$ cat src/alln_pkg.sv
// Shared widths and constants for the adaptive light level normalizer.
package alln_pkg;

  localparam int SAMPLE_W = 12;
  localparam int LEVEL_W  = 16;

  localparam logic [SAMPLE_W-1:0] LOW_RESET  = 12'd100;
  localparam logic [SAMPLE_W-1:0] HIGH_RESET = 12'd4000;
  localparam logic [SAMPLE_W-1:0] LOW_GATE   = 12'd10;
  localparam logic [SAMPLE_W-1:0] HIGH_GATE  = 12'd4080;

  // span at or below this is treated as too narrow to divide by
  localparam logic signed [SAMPLE_W:0] MIN_SPAN = 13'sd10;

  localparam logic [LEVEL_W-1:0] LEVEL_MAX = 16'hFFFF;

endpackage

$ cat src/alln_if.sv
// Valid/ready channel interfaces for samples and normalized results.
interface alln_in_if;
  logic                        valid;
  logic                        ready;
  logic [alln_pkg::SAMPLE_W-1:0] sample;

  modport source (output valid, output sample, input ready);
  modport sink   (input valid, input sample, output ready);
endinterface

interface alln_out_if;
  logic                          valid;
  logic                          ready;
  logic [alln_pkg::LEVEL_W-1:0]  level;
  logic                          narrow_span;
  logic [alln_pkg::SAMPLE_W-1:0] low_bound_now;
  logic [alln_pkg::SAMPLE_W-1:0] high_bound_now;

  modport source (output valid, output level, output narrow_span,
                  output low_bound_now, output high_bound_now, input ready);
  modport sink   (input valid, input level, input narrow_span,
                  input low_bound_now, input high_bound_now, output ready);
endinterface

$ cat src/adaptive_light_level_normalizer_core.sv
// Adaptive light level normalizer: bound tracking and bit-serial divider.
//
// Usage: samples arrive on in_if (valid/ready), one 12-bit reading per beat.
// Each beat updates the running low/high bounds and produces exactly one
// result beat on out_if: the sample mapped into the bound range as a fraction
// with FRAC_BITS fraction bits (saturated to 16 bits), a narrow-span flag, and
// both bounds after the update.
// Timing: the beat is taken in ST_IDLE, the span and class are worked out in
// ST_PREP, then in ST_DIV a restoring radix-2 divider produces one quotient bit
// per cycle, and ST_HOLD moves the result into the output register. Samples at
// or outside a bound, or a narrow span, skip the divider and go from ST_PREP
// straight to ST_HOLD. One item is in work at a time.
// Reset puts the bounds at 100 and 4000 and empties the output register.
// A receiver stall holds the result in the output register; the next sample
// is still taken and worked on, and waits for the register to free up.
module adaptive_light_level_normalizer_core #(
  parameter int FRAC_BITS = 15
) (
  input  logic        clk,
  input  logic        rst_n,
  alln_in_if.sink     in_if,
  alln_out_if.source  out_if
);
  import alln_pkg::*;

  // result holds at least one bit over the output width to detect saturation
  localparam int EXT_W = (FRAC_BITS + 1 > LEVEL_W + 1) ? FRAC_BITS + 1 : LEVEL_W + 1;
  localparam int CNT_W = $clog2(FRAC_BITS + 1);
  localparam logic [EXT_W-1:0] LVL_ONE  = EXT_W'(1) << FRAC_BITS;
  localparam logic [EXT_W-1:0] LVL_HALF = EXT_W'(1) << (FRAC_BITS - 1);
  localparam logic [EXT_W-1:0] LVL_CAP  = EXT_W'(LEVEL_MAX);

  typedef enum logic [1:0] {
    ST_IDLE,
    ST_PREP,
    ST_DIV,
    ST_HOLD
  } state_t;

  state_t              state_r, state_nxt;
  logic [SAMPLE_W-1:0] low_r, low_nxt;
  logic [SAMPLE_W-1:0] high_r, high_nxt;
  logic [SAMPLE_W-1:0] smp_r, smp_nxt;
  logic [SAMPLE_W-1:0] div_r, div_nxt;
  logic [SAMPLE_W-1:0] rem_r, rem_nxt;
  logic [EXT_W-1:0]    res_r, res_nxt;
  logic [CNT_W-1:0]    cnt_r, cnt_nxt;
  logic                narrow_r, narrow_nxt;
  logic                out_valid_r, out_valid_nxt;
  logic [LEVEL_W-1:0]  out_level_r, out_level_nxt;
  logic                out_narrow_r, out_narrow_nxt;
  logic [SAMPLE_W-1:0] out_low_r, out_low_nxt;
  logic [SAMPLE_W-1:0] out_high_r, out_high_nxt;

  logic                in_beat;
  logic signed [SAMPLE_W:0] span;
  logic [SAMPLE_W:0]   rem_sh;
  logic                rem_ge;
  logic [LEVEL_W-1:0]  level_sat;

  assign in_if.ready = (state_r == ST_IDLE);
  assign in_beat     = in_if.valid && in_if.ready;

  assign span   = $signed({1'b0, high_r}) - $signed({1'b0, low_r});
  assign rem_sh = {rem_r, 1'b0};
  assign rem_ge = (rem_sh >= {1'b0, div_r});
  assign level_sat = (res_r > LVL_CAP) ? LEVEL_MAX : res_r[LEVEL_W-1:0];

  // next-state and datapath
  always_comb begin
    state_nxt      = state_r;
    low_nxt        = low_r;
    high_nxt       = high_r;
    smp_nxt        = smp_r;
    div_nxt        = div_r;
    rem_nxt        = rem_r;
    res_nxt        = res_r;
    cnt_nxt        = cnt_r;
    narrow_nxt     = narrow_r;
    out_valid_nxt  = out_valid_r;
    out_level_nxt  = out_level_r;
    out_narrow_nxt = out_narrow_r;
    out_low_nxt    = out_low_r;
    out_high_nxt   = out_high_r;

    // drop the result once the receiver takes it
    if (out_valid_r && out_if.ready) begin
      out_valid_nxt = 1'b0;
    end

    unique case (state_r)
      ST_IDLE: begin
        // take the sample and widen the bounds toward it
        if (in_beat) begin
          smp_nxt = in_if.sample;
          if (in_if.sample < low_r && in_if.sample > LOW_GATE) begin
            low_nxt = in_if.sample;
          end
          if (in_if.sample > high_r && in_if.sample < HIGH_GATE) begin
            high_nxt = in_if.sample;
          end
          state_nxt = ST_PREP;
        end
      end
      ST_PREP: begin
        // classify the sample, set up the divider if needed
        narrow_nxt = 1'b0;
        priority if (span <= MIN_SPAN) begin
          res_nxt    = LVL_HALF;
          narrow_nxt = 1'b1;
          state_nxt  = ST_HOLD;
        end else if (smp_r <= low_r) begin
          res_nxt   = '0;
          state_nxt = ST_HOLD;
        end else if (smp_r >= high_r) begin
          res_nxt   = LVL_ONE;
          state_nxt = ST_HOLD;
        end else begin
          res_nxt   = '0;
          rem_nxt   = smp_r - low_r;
          div_nxt   = span[SAMPLE_W-1:0];
          cnt_nxt   = CNT_W'(FRAC_BITS);
          state_nxt = ST_DIV;
        end
      end
      ST_DIV: begin
        // one restoring step: one quotient bit per cycle
        rem_nxt = rem_ge ? SAMPLE_W'(rem_sh - {1'b0, div_r}) : rem_sh[SAMPLE_W-1:0];
        res_nxt = {res_r[EXT_W-2:0], rem_ge};
        cnt_nxt = cnt_r - CNT_W'(1);
        if (cnt_r == CNT_W'(1)) begin
          state_nxt = ST_HOLD;
        end
      end
      ST_HOLD: begin
        // move the result out once the output register is free
        if (!out_valid_r || out_if.ready) begin
          out_valid_nxt  = 1'b1;
          out_level_nxt  = level_sat;
          out_narrow_nxt = narrow_r;
          out_low_nxt    = low_r;
          out_high_nxt   = high_r;
          state_nxt      = ST_IDLE;
        end
      end
      default: begin
        state_nxt = ST_IDLE;
      end
    endcase
  end

  // hold state and registered outputs
  always_ff @(posedge clk) begin
    if (!rst_n) begin
      state_r     <= ST_IDLE;
      low_r       <= LOW_RESET;
      high_r      <= HIGH_RESET;
      out_valid_r <= 1'b0;
    end else begin
      state_r     <= state_nxt;
      low_r       <= low_nxt;
      high_r      <= high_nxt;
      out_valid_r <= out_valid_nxt;
    end
    smp_r        <= smp_nxt;
    div_r        <= div_nxt;
    rem_r        <= rem_nxt;
    res_r        <= res_nxt;
    cnt_r        <= cnt_nxt;
    narrow_r     <= narrow_nxt;
    out_level_r  <= out_level_nxt;
    out_narrow_r <= out_narrow_nxt;
    out_low_r    <= out_low_nxt;
    out_high_r   <= out_high_nxt;
  end

  assign out_if.valid          = out_valid_r;
  assign out_if.level          = out_level_r;
  assign out_if.narrow_span    = out_narrow_r;
  assign out_if.low_bound_now  = out_low_r;
  assign out_if.high_bound_now = out_high_r;

endmodule

$ cat src/flat_wrapper.sv
// flat-port wrapper written by rule: the top's interface ports become plain ports
module adaptive_light_level_normalizer_core_flat import alln_pkg::*;
#(
  parameter int FRAC_BITS = 15
)
  (clk, rst_n, in_if_valid, in_if_sample, in_if_ready, out_if_valid, out_if_level, out_if_narrow_span, out_if_low_bound_now, out_if_high_bound_now, out_if_ready);
  alln_in_if in_if_i ();
  alln_out_if out_if_i ();
  input  logic clk;
  input  logic rst_n;
  input wire logic [$bits(in_if_i.valid)-1:0] in_if_valid;
  input wire logic [$bits(in_if_i.sample)-1:0] in_if_sample;
  output wire logic [$bits(in_if_i.ready)-1:0] in_if_ready;
  output wire logic [$bits(out_if_i.valid)-1:0] out_if_valid;
  output wire logic [$bits(out_if_i.level)-1:0] out_if_level;
  output wire logic [$bits(out_if_i.narrow_span)-1:0] out_if_narrow_span;
  output wire logic [$bits(out_if_i.low_bound_now)-1:0] out_if_low_bound_now;
  output wire logic [$bits(out_if_i.high_bound_now)-1:0] out_if_high_bound_now;
  input wire logic [$bits(out_if_i.ready)-1:0] out_if_ready;
  assign in_if_i.valid = in_if_valid;
  assign in_if_i.sample = in_if_sample;
  assign in_if_ready = in_if_i.ready;
  assign out_if_valid = out_if_i.valid;
  assign out_if_level = out_if_i.level;
  assign out_if_narrow_span = out_if_i.narrow_span;
  assign out_if_low_bound_now = out_if_i.low_bound_now;
  assign out_if_high_bound_now = out_if_i.high_bound_now;
  assign out_if_i.ready = out_if_ready;
  adaptive_light_level_normalizer_core #(.FRAC_BITS(FRAC_BITS)) u_core (.clk(clk), .rst_n(rst_n), .in_if(in_if_i), .out_if(out_if_i));
endmodule
$ cat config.mk
export PLATFORM = sky130hd
export DESIGN_NAME = adaptive_light_level_normalizer_core_flat
export DESIGN_NICKNAME = d
export VERILOG_FILES = /design/src/alln_pkg.sv /design/src/alln_if.sv /design/src/adaptive_light_level_normalizer_core.sv /design/src/flat_wrapper.sv
export SDC_FILE = /design/constraint.sdc
export NUM_CORES = 1
export LEC_CHECK = 0
export BUFFER_PORTS_ARGS = -buffer_cell sky130_fd_sc_hd__buf_2
export CAP_MARGIN = 5
export CORE_MARGIN = 1.5
export CORE_UTILIZATION = 45
export CTS_BUF_LIST = sky130_fd_sc_hd__clkbuf_8
export CTS_CLUSTER_SIZE = 12
export DETAILED_ROUTE_END_ITERATION = 8
export HOLD_SLACK_MARGIN = 0.12
export PLACE_DENSITY = 0.65
export SLEW_MARGIN = 20
export SYNTH_ARGS = -nofsm -noshare
export SYNTH_HDL_FRONTEND = slang
export SYNTH_SLANG_ARGS = --single-unit
$ cat constraint.sdc
create_clock -name clk -period 3 [get_ports clk]
set_input_delay 0.15 -clock clk [delete_from_list [all_inputs] [get_ports clk]]
set_output_delay 0.15 -clock clk [all_outputs]
set_load 0.1 [all_outputs]
* Word-level counts from Yosys, hierarchy flattened *
Cells that the tools add are included.

storage, ports and cells
  register bits = 126
  logic and storage cells = 79
  bits of input ports = 16
  output and inout port bits = 43

operators by class
  mux-type cells = 24
  equal/unequal tests = 10
  add/subtract/negate cells = 4
  reduce and logical (&&, ||, !) cells = 15
  $lt $le $gt $ge = 9
  bitwise gates (word level) = 3

operators by type and width
  kind                                                  count
  two-way mux 12 bit                                    4
  two-way mux 17 bit                                    2
  case mux 17 bit (2 select lines)                      1
  case mux 12 bit (2 select lines)                      1
  subtractor 12 bit                                     2
  > comparator 17 x 16 -> 1 bit, second input constant  1
  two-way mux 16 bit                                    1
  greater-or-equal comparator 13 x 12 -> 1 bit          1
  <= comparator 13 x 5 -> 1 bit, second input constant  1
  subtractor 12 x 12 -> 13 bit                          1
  greater-or-equal comparator 12 bit                    1
  > comparator 12 bit                                   1
  > comparator 12 x 4 -> 1 bit, second input constant   1
  <= comparator 12 bit                                  1
  less-than comparator 12 bit                           1
  less-than comparator 12 bit, second input constant    1
  two-way mux 4 bit                                     3
  two-way mux 2 bit                                     5
  AND reduction 3 bit                                   3
  != test 2 bit, second input constant                  4
  case mux 2 bit (4 select lines)                       1
  case mux 4 bit (2 select lines)                       1
  AND reduction 4 bit                                   2
  two-way mux 1 bit                                     5
  other kinds (12)                                      20

* Depth between registers and ports, before layout *
Gate-level depths: netlist of run 1.

  depth in word-level cells = 5
  gate-level depth with buffers = 13
  gate-level depth less buffers = 11

* Worst setup path after synthesis of run 1 *
OpenSTA, ideal clock, no wires.

  path kind = reg2reg
  start = register u_core.out_valid_r, in the netlist u_core.out_if.valid
  end = register u_core.out_high_r[0], in the netlist u_core.out_if.high_bound_now[0], enable pin
  setup slack = -0.233 ns
  stages on the path, launching flop included = 3
  required time = 2.556 ns
  path buffers = 0
  setup time = 0.444 ns
  data arrival time = 2.789 ns
  path through = dfxtp_1 nor2b_1 nor2b_1

between the ends
  longest elaborated chain between the ends = 3

ends and longest elaborated chain
  element                        line                                         RTL
  from (decl)                    adaptive_light_level_normalizer_core.sv:49   logic out_valid_r, out_valid_nxt;
  from (signal assigned)         adaptive_light_level_normalizer_core.sv:163  out_valid_r <= out_valid_nxt;
  zero test 1 bit                adaptive_light_level_normalizer_core.sv:137  if (!out_valid_r || out_if.ready) begin
  logical OR 1 bit               adaptive_light_level_normalizer_core.sv:137
  AND reduction 2 bit (no line)  n/a
  to (signal assigned)           adaptive_light_level_normalizer_core.sv:174  out_high_r <= out_high_nxt;
  to (decl)                      adaptive_light_level_normalizer_core.sv:53   logic [SAMPLE_W-1:0] out_high_r, out_high_nxt;

No other way between the ends.
A chain may end at the register's enable or synchronous reset.

* Worst setup path after layout of run 1 *
  start = register u_core.high_r[0]
  end = register u_core.rem_r[2], enable pin

between the ends
  longest elaborated chain between the ends = 4

ends and longest elaborated chain
  element                          line                                         RTL
  from (decl)                      adaptive_light_level_normalizer_core.sv:42   logic [SAMPLE_W-1:0] high_r, high_nxt;
  from (signal assigned)           adaptive_light_level_normalizer_core.sv:162  high_r <= high_nxt;
  subtractor 12 x 12 -> 13 bit     adaptive_light_level_normalizer_core.sv:64   assign span = $signed({1'b0, high_r}) - $signed({1'b0, low_r});
  <= comparator 13 x 5 -> 1 bit    adaptive_light_level_normalizer_core.sv:108  priority if (span <= MIN_SPAN) begin
  != test 2 bit (no line)          n/a
  AND reduction 4 bit (no line) *  n/a
  to (signal assigned)             adaptive_light_level_normalizer_core.sv:167  rem_r <= rem_nxt;
  to (decl)                        adaptive_light_level_normalizer_core.sv:45   logic [SAMPLE_W-1:0] rem_r, rem_nxt;

Every way passes the cells marked *; elsewhere a longest branch is shown, timed or not.

==> reports/metrics.cfg, run 1 <==
[cts]
insertion_delay_ns = 0.45
ctsHtreeMaxLevel = 4
cts_buffers = 17
tritoncts = yes
clock_path_buffers = 2
cts.sink_count = 126
path_clk_slew_ns = 0.08
ctsRootBufferMaster = clkbuf_8

[sta]
report.final.setup_viol = 0
clock_skew_ns = 0.0138
min_period_ns = 2.99
period_share_pct = 99.5
tightestPinTransition_ns = 0.775
fin_ws_ns = 0.0148
hold_violations = 0
slew_violations = 0
max_freq_ghz = 0.335
grt_setup_unrepaired = true
slew_headroom_pct = 48.3

[power]
total_power_mw = 8.39
p_leak_nw = 3.73
peakVddDrop_mv = 0.419
p_per_area_mw_per_mm2 = 955

[floorplanning]
ioPinCount = 59
die_width_um = 129
die_h_um = 129
fp.dieArea_mm2 = 0.0166
start_util_pct = 46.4
core_area_mm2 = 0.0153
num_rows = 45

[synth]
synth_warnings = 0
ys.flop_type = edfxtp_1
ys_seq_elements = 126
synth_cells = 651
synth_cell_types = 56
synth_nets = 747
synth_edf_count = 99
yosysSeqAreaShare_pct = 49.4
avgSynthCellArea_um2 = 10.9
synth-async-reset-ratio_pct = 0
syn_area_mm2 = 0.00711

[cells_and_area]
fill_cells = 1315
drive_gt1_share_pct = 26.1
n_antenna_cell = 0
syn2layout_area_growth_pct = 23.6
layout.nets = 872
layout.cells.non_filler = 1000

[grt]
grt_pass1_wl_um = 25700
grt_pass1_vias = 5287
grt_remaining_overflow = 0
use_met1_pct = 26.6
use_met2_pct = 32.8
grt_util_met3_pct = 4.24
grt.total_usage_pct = 20.1
grt-busiest-layer = met2
grt_max_degree = 42
grt_antenna_before_repair = 0

[routing]
drt_iter0_markers = 276
wire_per_inst_um = 16.2
dr_total_vias = 5328
drtPass1Iterations = 4
drt_wl_total_um = 16200
viasPerCell = 5.33
drcViolationCount = 0
ant_nets = 0

[min_path]
hold_depth = 5
holdPathEnd = u_core.state_r[1]
min_path_type = in2reg
hp-start = in_if_valid

[worst_setup_path]
crit_type = reg2reg
path_max_fanout = 8
reg2reg_depth = 12
start_kind = register
r2r-end = u_core.rem_r[2]
timing.rr.start = u_core.high_r[0]
r2r_slack_ns = 0.01
cp-startpoint = u_core.high_r[0]
end_kind = register
cp.required_ns = 3.15
critPathArrivalTime_ns = 3.14

[run_status]
status = finished clean

[placement]
gp_congestion = 0.829
hpwl_um = 11900
place_ws_ns = -0.114
portBuffers = 58
place_inst = 950

[flow_run]
max-cap-violations = 0

-- cells in the mapped netlist, types with 8 or more instances --
| cell type | n | share of area (%) |
|---|---|---|
| edfxtp_1 | 99 | 42 |
| inv_1 | 58 | 3.1 |
| a21o_1 | 22 | 2.3 |
| xnor2_1 | 16 | 2.0 |
| mux2i_1 | 16 | 2.3 |
| or2_2 | 19 | 1.7 |
| and2_1 | 18 | 1.6 |
| a21oi_1 | 44 | 3.1 |
| nand2_1 | 42 | 2.2 |
| nand4_1 | 10 | 0.88 |
| dfxtp_1 | 27 | 7.6 |
| clkbuf_1 | 14 | 0.74 |
| nand3_1 | 18 | 1.3 |
| nor2_1 | 32 | 1.7 |
| ha_1 | 77 | 14 |
| o21ai_0 | 29 | 2.0 |
| nand2b_1 | 8 | 0.70 |
| nor3_1 | 12 | 0.84 |
| nor2b_1 | 13 | 1.1 |
-- worst max-delay path by stage --
stage / end / slack [ns] / cells past startpoint
floorplan: u_core.cnt_r[0] / 0.01 / 10
global placement: u_core.rem_r[0] / -0.05 / 11
detailed placement: u_core.rem_r[0] / -0.11 / 11
CTS: u_core.rem_r[4] / 0.01 / 10
global route: u_core.rem_r[4] / -0.06 / 11
finish: u_core.rem_r[2] / 0.01 / 12
-- state kept, by name (all words and copies together), names as in the netlist, 2 cells and up --
signal,cells
u_core.high_r,12
u_core.low_r,12
u_core.div_r,12
u_core.out_if.low_bound_now,12
u_core.smp_r,12
u_core.out_if.high_bound_now,12
u_core.state_r,2
u_core.out_if.level,16
u_core.cnt_r,4
u_core.res_r,17
u_core.rem_r,12
-- power by group --
group          switching (mW)  total [mW]  internal (mW)
Sequential              0.229        2.80           2.57
Combinational            2.40        3.98           1.58
Clock                   0.765        1.62          0.851
Total                    3.39        8.39           5.00
-- repair_timing --
item | CTS | global route
cloned | 1 | 1
hold endpoints to repair | 35 | 0
pin swaps | 2 | 7
hold buffers | 13 | 0
gates resized for setup | 12 | 31
buffers inserted | 0 | 3
setup endpoints to repair | 28 | 31
-- critical path, stage by stage, from the launching register on --
cell,delay (ns)
dfxtp_2,0.34
inv_2,0.05
ha_4,0.15
fa_2,0.36
nand2b_4,0.16
a21o_1,0.21
buf_4,0.15
a21oi_2,0.16
or3_1,0.15
o2bb2ai_1,0.17
o41ai_4,0.13
nor4_4,0.34
mux2_4,0.32
-- cell families (layout without fill, tap and decap cells) --
logic type / count (synthesis) / after routing / share of synthesized area [%]
buffers and inverters: 73 / 209 / 3.85
DFF: 126 / 126 / 49.4
xor gates and xnor gates: 22 / 22 / 2.71
adders and majority gates: 80 / 80 / 14.4
muxes: 19 / 20 / 2.78
AOI/OAI and AO/OA: 142 / 142 / 12.9
and+or+nand+nor: 189 / 190 / 13.9
-- metrics by stage --
| step | util, % | hold WS [ns] | cell area [um2] | TNS (ns) |
|---|---|---|---|---|
| 2_1_floorplan | - | 0.249 | 7120 | 0 |
| 3_3_place_gp | 52.0 | 0.391 | 7960 | -0.713 |
| 3_5_place_dp | 52.0 | 0.396 | 7960 | -2.44 |
| 4_1_cts | 56.0 | 0.147 | 8580 | 0 |
| 5_1_grt | 57.4 | 0.191 | 8780 | -1.16 |
| 6_report | 57.4 | 0.183 | 8780 | 0 |
-- final cells by class --
class | instances | area (um2) | area share, %
multi-input combinational | 454 | 3570 | 40.6
clock inverter | 15 | 198 | 2.25
timing repair buffer | 119 | 781 | 8.89
inverter | 58 | 218 | 2.48
sequential | 126 | 3520 | 40.1
clock buffer | 17 | 234 | 2.66
tap | 211 | 264 | 3.01
-- routing by layer --
layer | vias up | share of wire (%)
li1 | 2626 | -
met1 | 2547 | 46
met2 | 126 | 48
met3 | 29 | 3.8
met4 | 0 | 2.1
met5 | - | 0
-- placed cells by master (no fill, tap or decap), drive strengths merged, types with 5 or more instances in the layout --
master         n
o21ai         31
ha            77
inv           66
a211oi         6
a31oi          5
a21oi         44
or2           20
nand2         42
xnor2         16
buf          106
edfxtp        99
dlygate4sd3   13
nand3         18
nand2b         8
and2          20
xor2           6
a21o          22
clkbuf        17
nor2b         13
nand4         10
nor2          32
nor3          12
dfxtp         27
mux2i         16
Note: power is estimated with default switching activity, not from simulation.
==> run 2: changes to the inputs <==
--- a/config.mk
+++ b/config.mk
@@ -5,6 +5,7 @@
 export SDC_FILE = /design/constraint.sdc
 export NUM_CORES = 1
 export LEC_CHECK = 0
+export ABC_AREA = 1
 export BUFFER_PORTS_ARGS = -buffer_cell sky130_fd_sc_hd__buf_2
 export CAP_MARGIN = 5
 export CORE_MARGIN = 1.5
==> reports/metrics.cfg, run 2 <==
[worst_setup_path]
slowest_stage = dfxtp_1
path_max_fanout = 16
cp-startpoint = u_core.high_r[0]
crit_family = simple AND/OR/NAND/NOR gates
worst_path_most_repeated_cell = nand2_1
critPathArrivalTime_ns = 2.89
r2r_slack_ns = 0.28
critPathBufInv = 3
end_kind = register
crit_type = reg2reg
start_kind = register
crit_path_max_incr_delay_ns = 0.39
cp.required_ns = 3.16
r2r-end = u_core.rem_r[4]
reg2reg_depth = 17
timing.rr.start = u_core.high_r[0]
crit_path_cell_trace = inv_1 > ha_1 > fa_1 > inv_1 > nand3_1 > nand2_1 > nand2_1 > nand2_1 > nand2_1 > nand2_1 > nand2_1 > nand2_1 > nand2_1 > nand2_2 > nand3_2 > o21ai_2 > buf_12

[sta]
slew_headroom_pct = 50.8
grt_setup_unrepaired = false
max_freq_ghz = 0.367
hold_violations = 0
timing.setup.tns_ns = 0
report.final.setup_viol = 0
period_share_pct = 90.8
tightestPinTransition_ns = 0.738
clock_skew_ns = 0.0161
min_period_ns = 2.72
slew_violations = 0

[cells_and_area]
syn2layout_area_growth_pct = 14.7
layout.nets = 1020
fill_cells = 1504
final_cell_mix = nand2_1, inv_1, edfxtp_1, ha_1, buf_2
layout_commonest_cell = nand2_1
n_antenna_cell = 0
drive_gt1_share_pct = 15.2
largest-register = u_core.res_r
fin_util_pct = 53.4
largest_register_ffs = 17

[synth]
synth_cells = 839
syn_area_mm2 = 0.00748
yosys-top-cells-area = edfxtp_1, ha_1, nand2_1
synth_top_area_share_pct = 39.7
synth-async-reset-ratio_pct = 0
avgSynthCellArea_um2 = 8.91
synth_edf_count = 99
synth_warnings = 0
ys.flop_type = edfxtp_1
synth_nets = 935
ys_seq_elements = 126
synth_most_common_cell = nand2_1
synth_cell_types = 45
yosys.area.top_type = edfxtp_1
synth_common_cells = nand2_1, inv_1, edfxtp_1
yosysSeqAreaShare_pct = 47.0

[power]
p_switching_mw = 3.16
p_comb_share_pct = 43.2
sequentialPowerShare_pct = 37.4
clockPowerShare_pct = 19.4
p_per_area_mw_per_mm2 = 847
p_leak_nw = 3.93
peakVddDrop_mv = 0.382
p_sw_share_pct = 43.5
intPower_mw = 4.11

[min_path]
min_path_type = in2reg
hp-start = in_if_valid
holdPathEnd = u_core.state_r[1]
hold_depth = 6

[cts]
insertion_delay_ns = 0.46
cts_buffers = 17
path_clk_slew_ns = 0.08
clock_path_buffers = 2
ctsHtreeMaxLevel = 4
ctsRootBufferMaster = clkbuf_8
cts.sink_count = 126
tritoncts = yes

[grt]
grt_pass1_wl_um = 27500
grt_remaining_overflow = 0
grt.total_usage_pct = 19.9
grt_max_degree = 33
grt_pass1_vias = 5814
grt_antenna_before_repair = 0

[routing]
drcViolationCount = 0
ant_nets = 0
dr_total_vias = 5793
drt_wl_total_um = 16300
wire_per_inst_um = 14.2
drtPass1Iterations = 5
drt_iter0_markers = 305
viasPerCell = 5.02

[flow_run]
max-cap-violations = 0

[run_status]
status = finished clean

[floorplanning]
die_width_um = 132
die_h_um = 132
core_area_mm2 = 0.0161
ioPinCount = 59
fp.dieArea_mm2 = 0.0174
start_util_pct = 46.6
num_rows = 46

[placement]
gp_congestion = 0.838
hpwl_um = 12300
portBuffers = 58

[run 2: logic make-up (layout without fill, tap and decap cells)]
| kind of cell | after synthesis | after routing | synth area share [%] |
|---|---|---|---|
| simple gates | 339 | 339 | 20.0 |
| flops | 126 | 126 | 47.0 |
| xor+xnor | 11 | 11 | 1.29 |
| fa+ha+maj | 80 | 80 | 13.7 |
| buf+inv | 154 | 252 | 8.00 |
| compound gates | 129 | 129 | 10.1 |
[run 2: power by group through the flow]
stage	Combinational, mW	Sequential [mW]	Clock [mW]
floorplan	2.04	3.12	0
global placement	3.10	2.75	0
detailed placement	3.12	2.76	0
CTS	3.15	2.73	1.44
global route	3.54	2.77	1.51
finish	3.14	2.72	1.41
[run 2: worst max-delay path by stage]
stage | to | slack (ns) | cells after the start
final | u_core.rem_r[4] | 0.28 | 17
after global routing | u_core.rem_r[4] | 0.04 | 17
after CTS | u_core.rem_r[4] | 0.23 | 17
after detailed placement | u_core.rem_r[1] | 0.23 | 17
after global placement | u_core.rem_r[0] | 0.33 | 17
after floorplan | u_core.cnt_r[0] | 0.04 | 16
[run 2: layout make-up]
type                       instances  area [um2]  area share [%]
sequential                       126        3510            40.9
multi-input combinational        559        3380            39.4
inverter                         139         522            6.08
timing repair buffer              81         510            5.95
tap                              216         270            3.15
clock buffer                      17         234            2.73
clock inverter                    15         148            1.72
[run 2: metal layers]
layer,vias up,share of wire [%],routed length [um],GRT usage (%)
met1,2675,46,7560,25.0
met2,120,48,7900,34.2
met4,0,1.4,236,7.28
li1,2980,-,-,-
met5,-,0,0,0
met3,18,3.8,625,3.81
[run 2: timing repair]
action                                 4_1_cts  5_1_grt
buffers inserted                             0        0
resized for setup                            0        1
hold buffers                                14        0
setup endpoints to repair                    0       11
endpoints found under the hold margin       38        0
[run 2: worst register-to-register path, cell delays in order, from the launching register on]
cell,delay [ns]
dfxtp_1,0.39
inv_1,0.09
ha_1,0.23
fa_1,0.39
inv_1,0.08
nand3_1,0.08
nand2_1,0.13
nand2_1,0.08
nand2_1,0.09
nand2_1,0.07
nand2_1,0.08
nand2_1,0.05
nand2_1,0.05
nand2_1,0.05
nand2_2,0.07
nand3_2,0.11
o21ai_2,0.19
buf_12,0.18
[run 2: stage by stage]
stage / area (um2) / hold slack, ns / cells / power (mW) / setup slack, ns
floorplan: 7480 / 0.249 / 839 / 5.15 / 0.0370
global placement: 8060 / 0.410 / 1107 / 5.85 / 0.327
detailed placement: 8060 / 0.415 / 1107 / 5.88 / 0.226
CTS: 8580 / 0.228 / 1153 / 7.32 / 0.226
global route: 8580 / 0.270 / 1153 / 7.83 / 0.0376
finish: 8580 / 0.252 / 1153 / 7.27 / 0.276
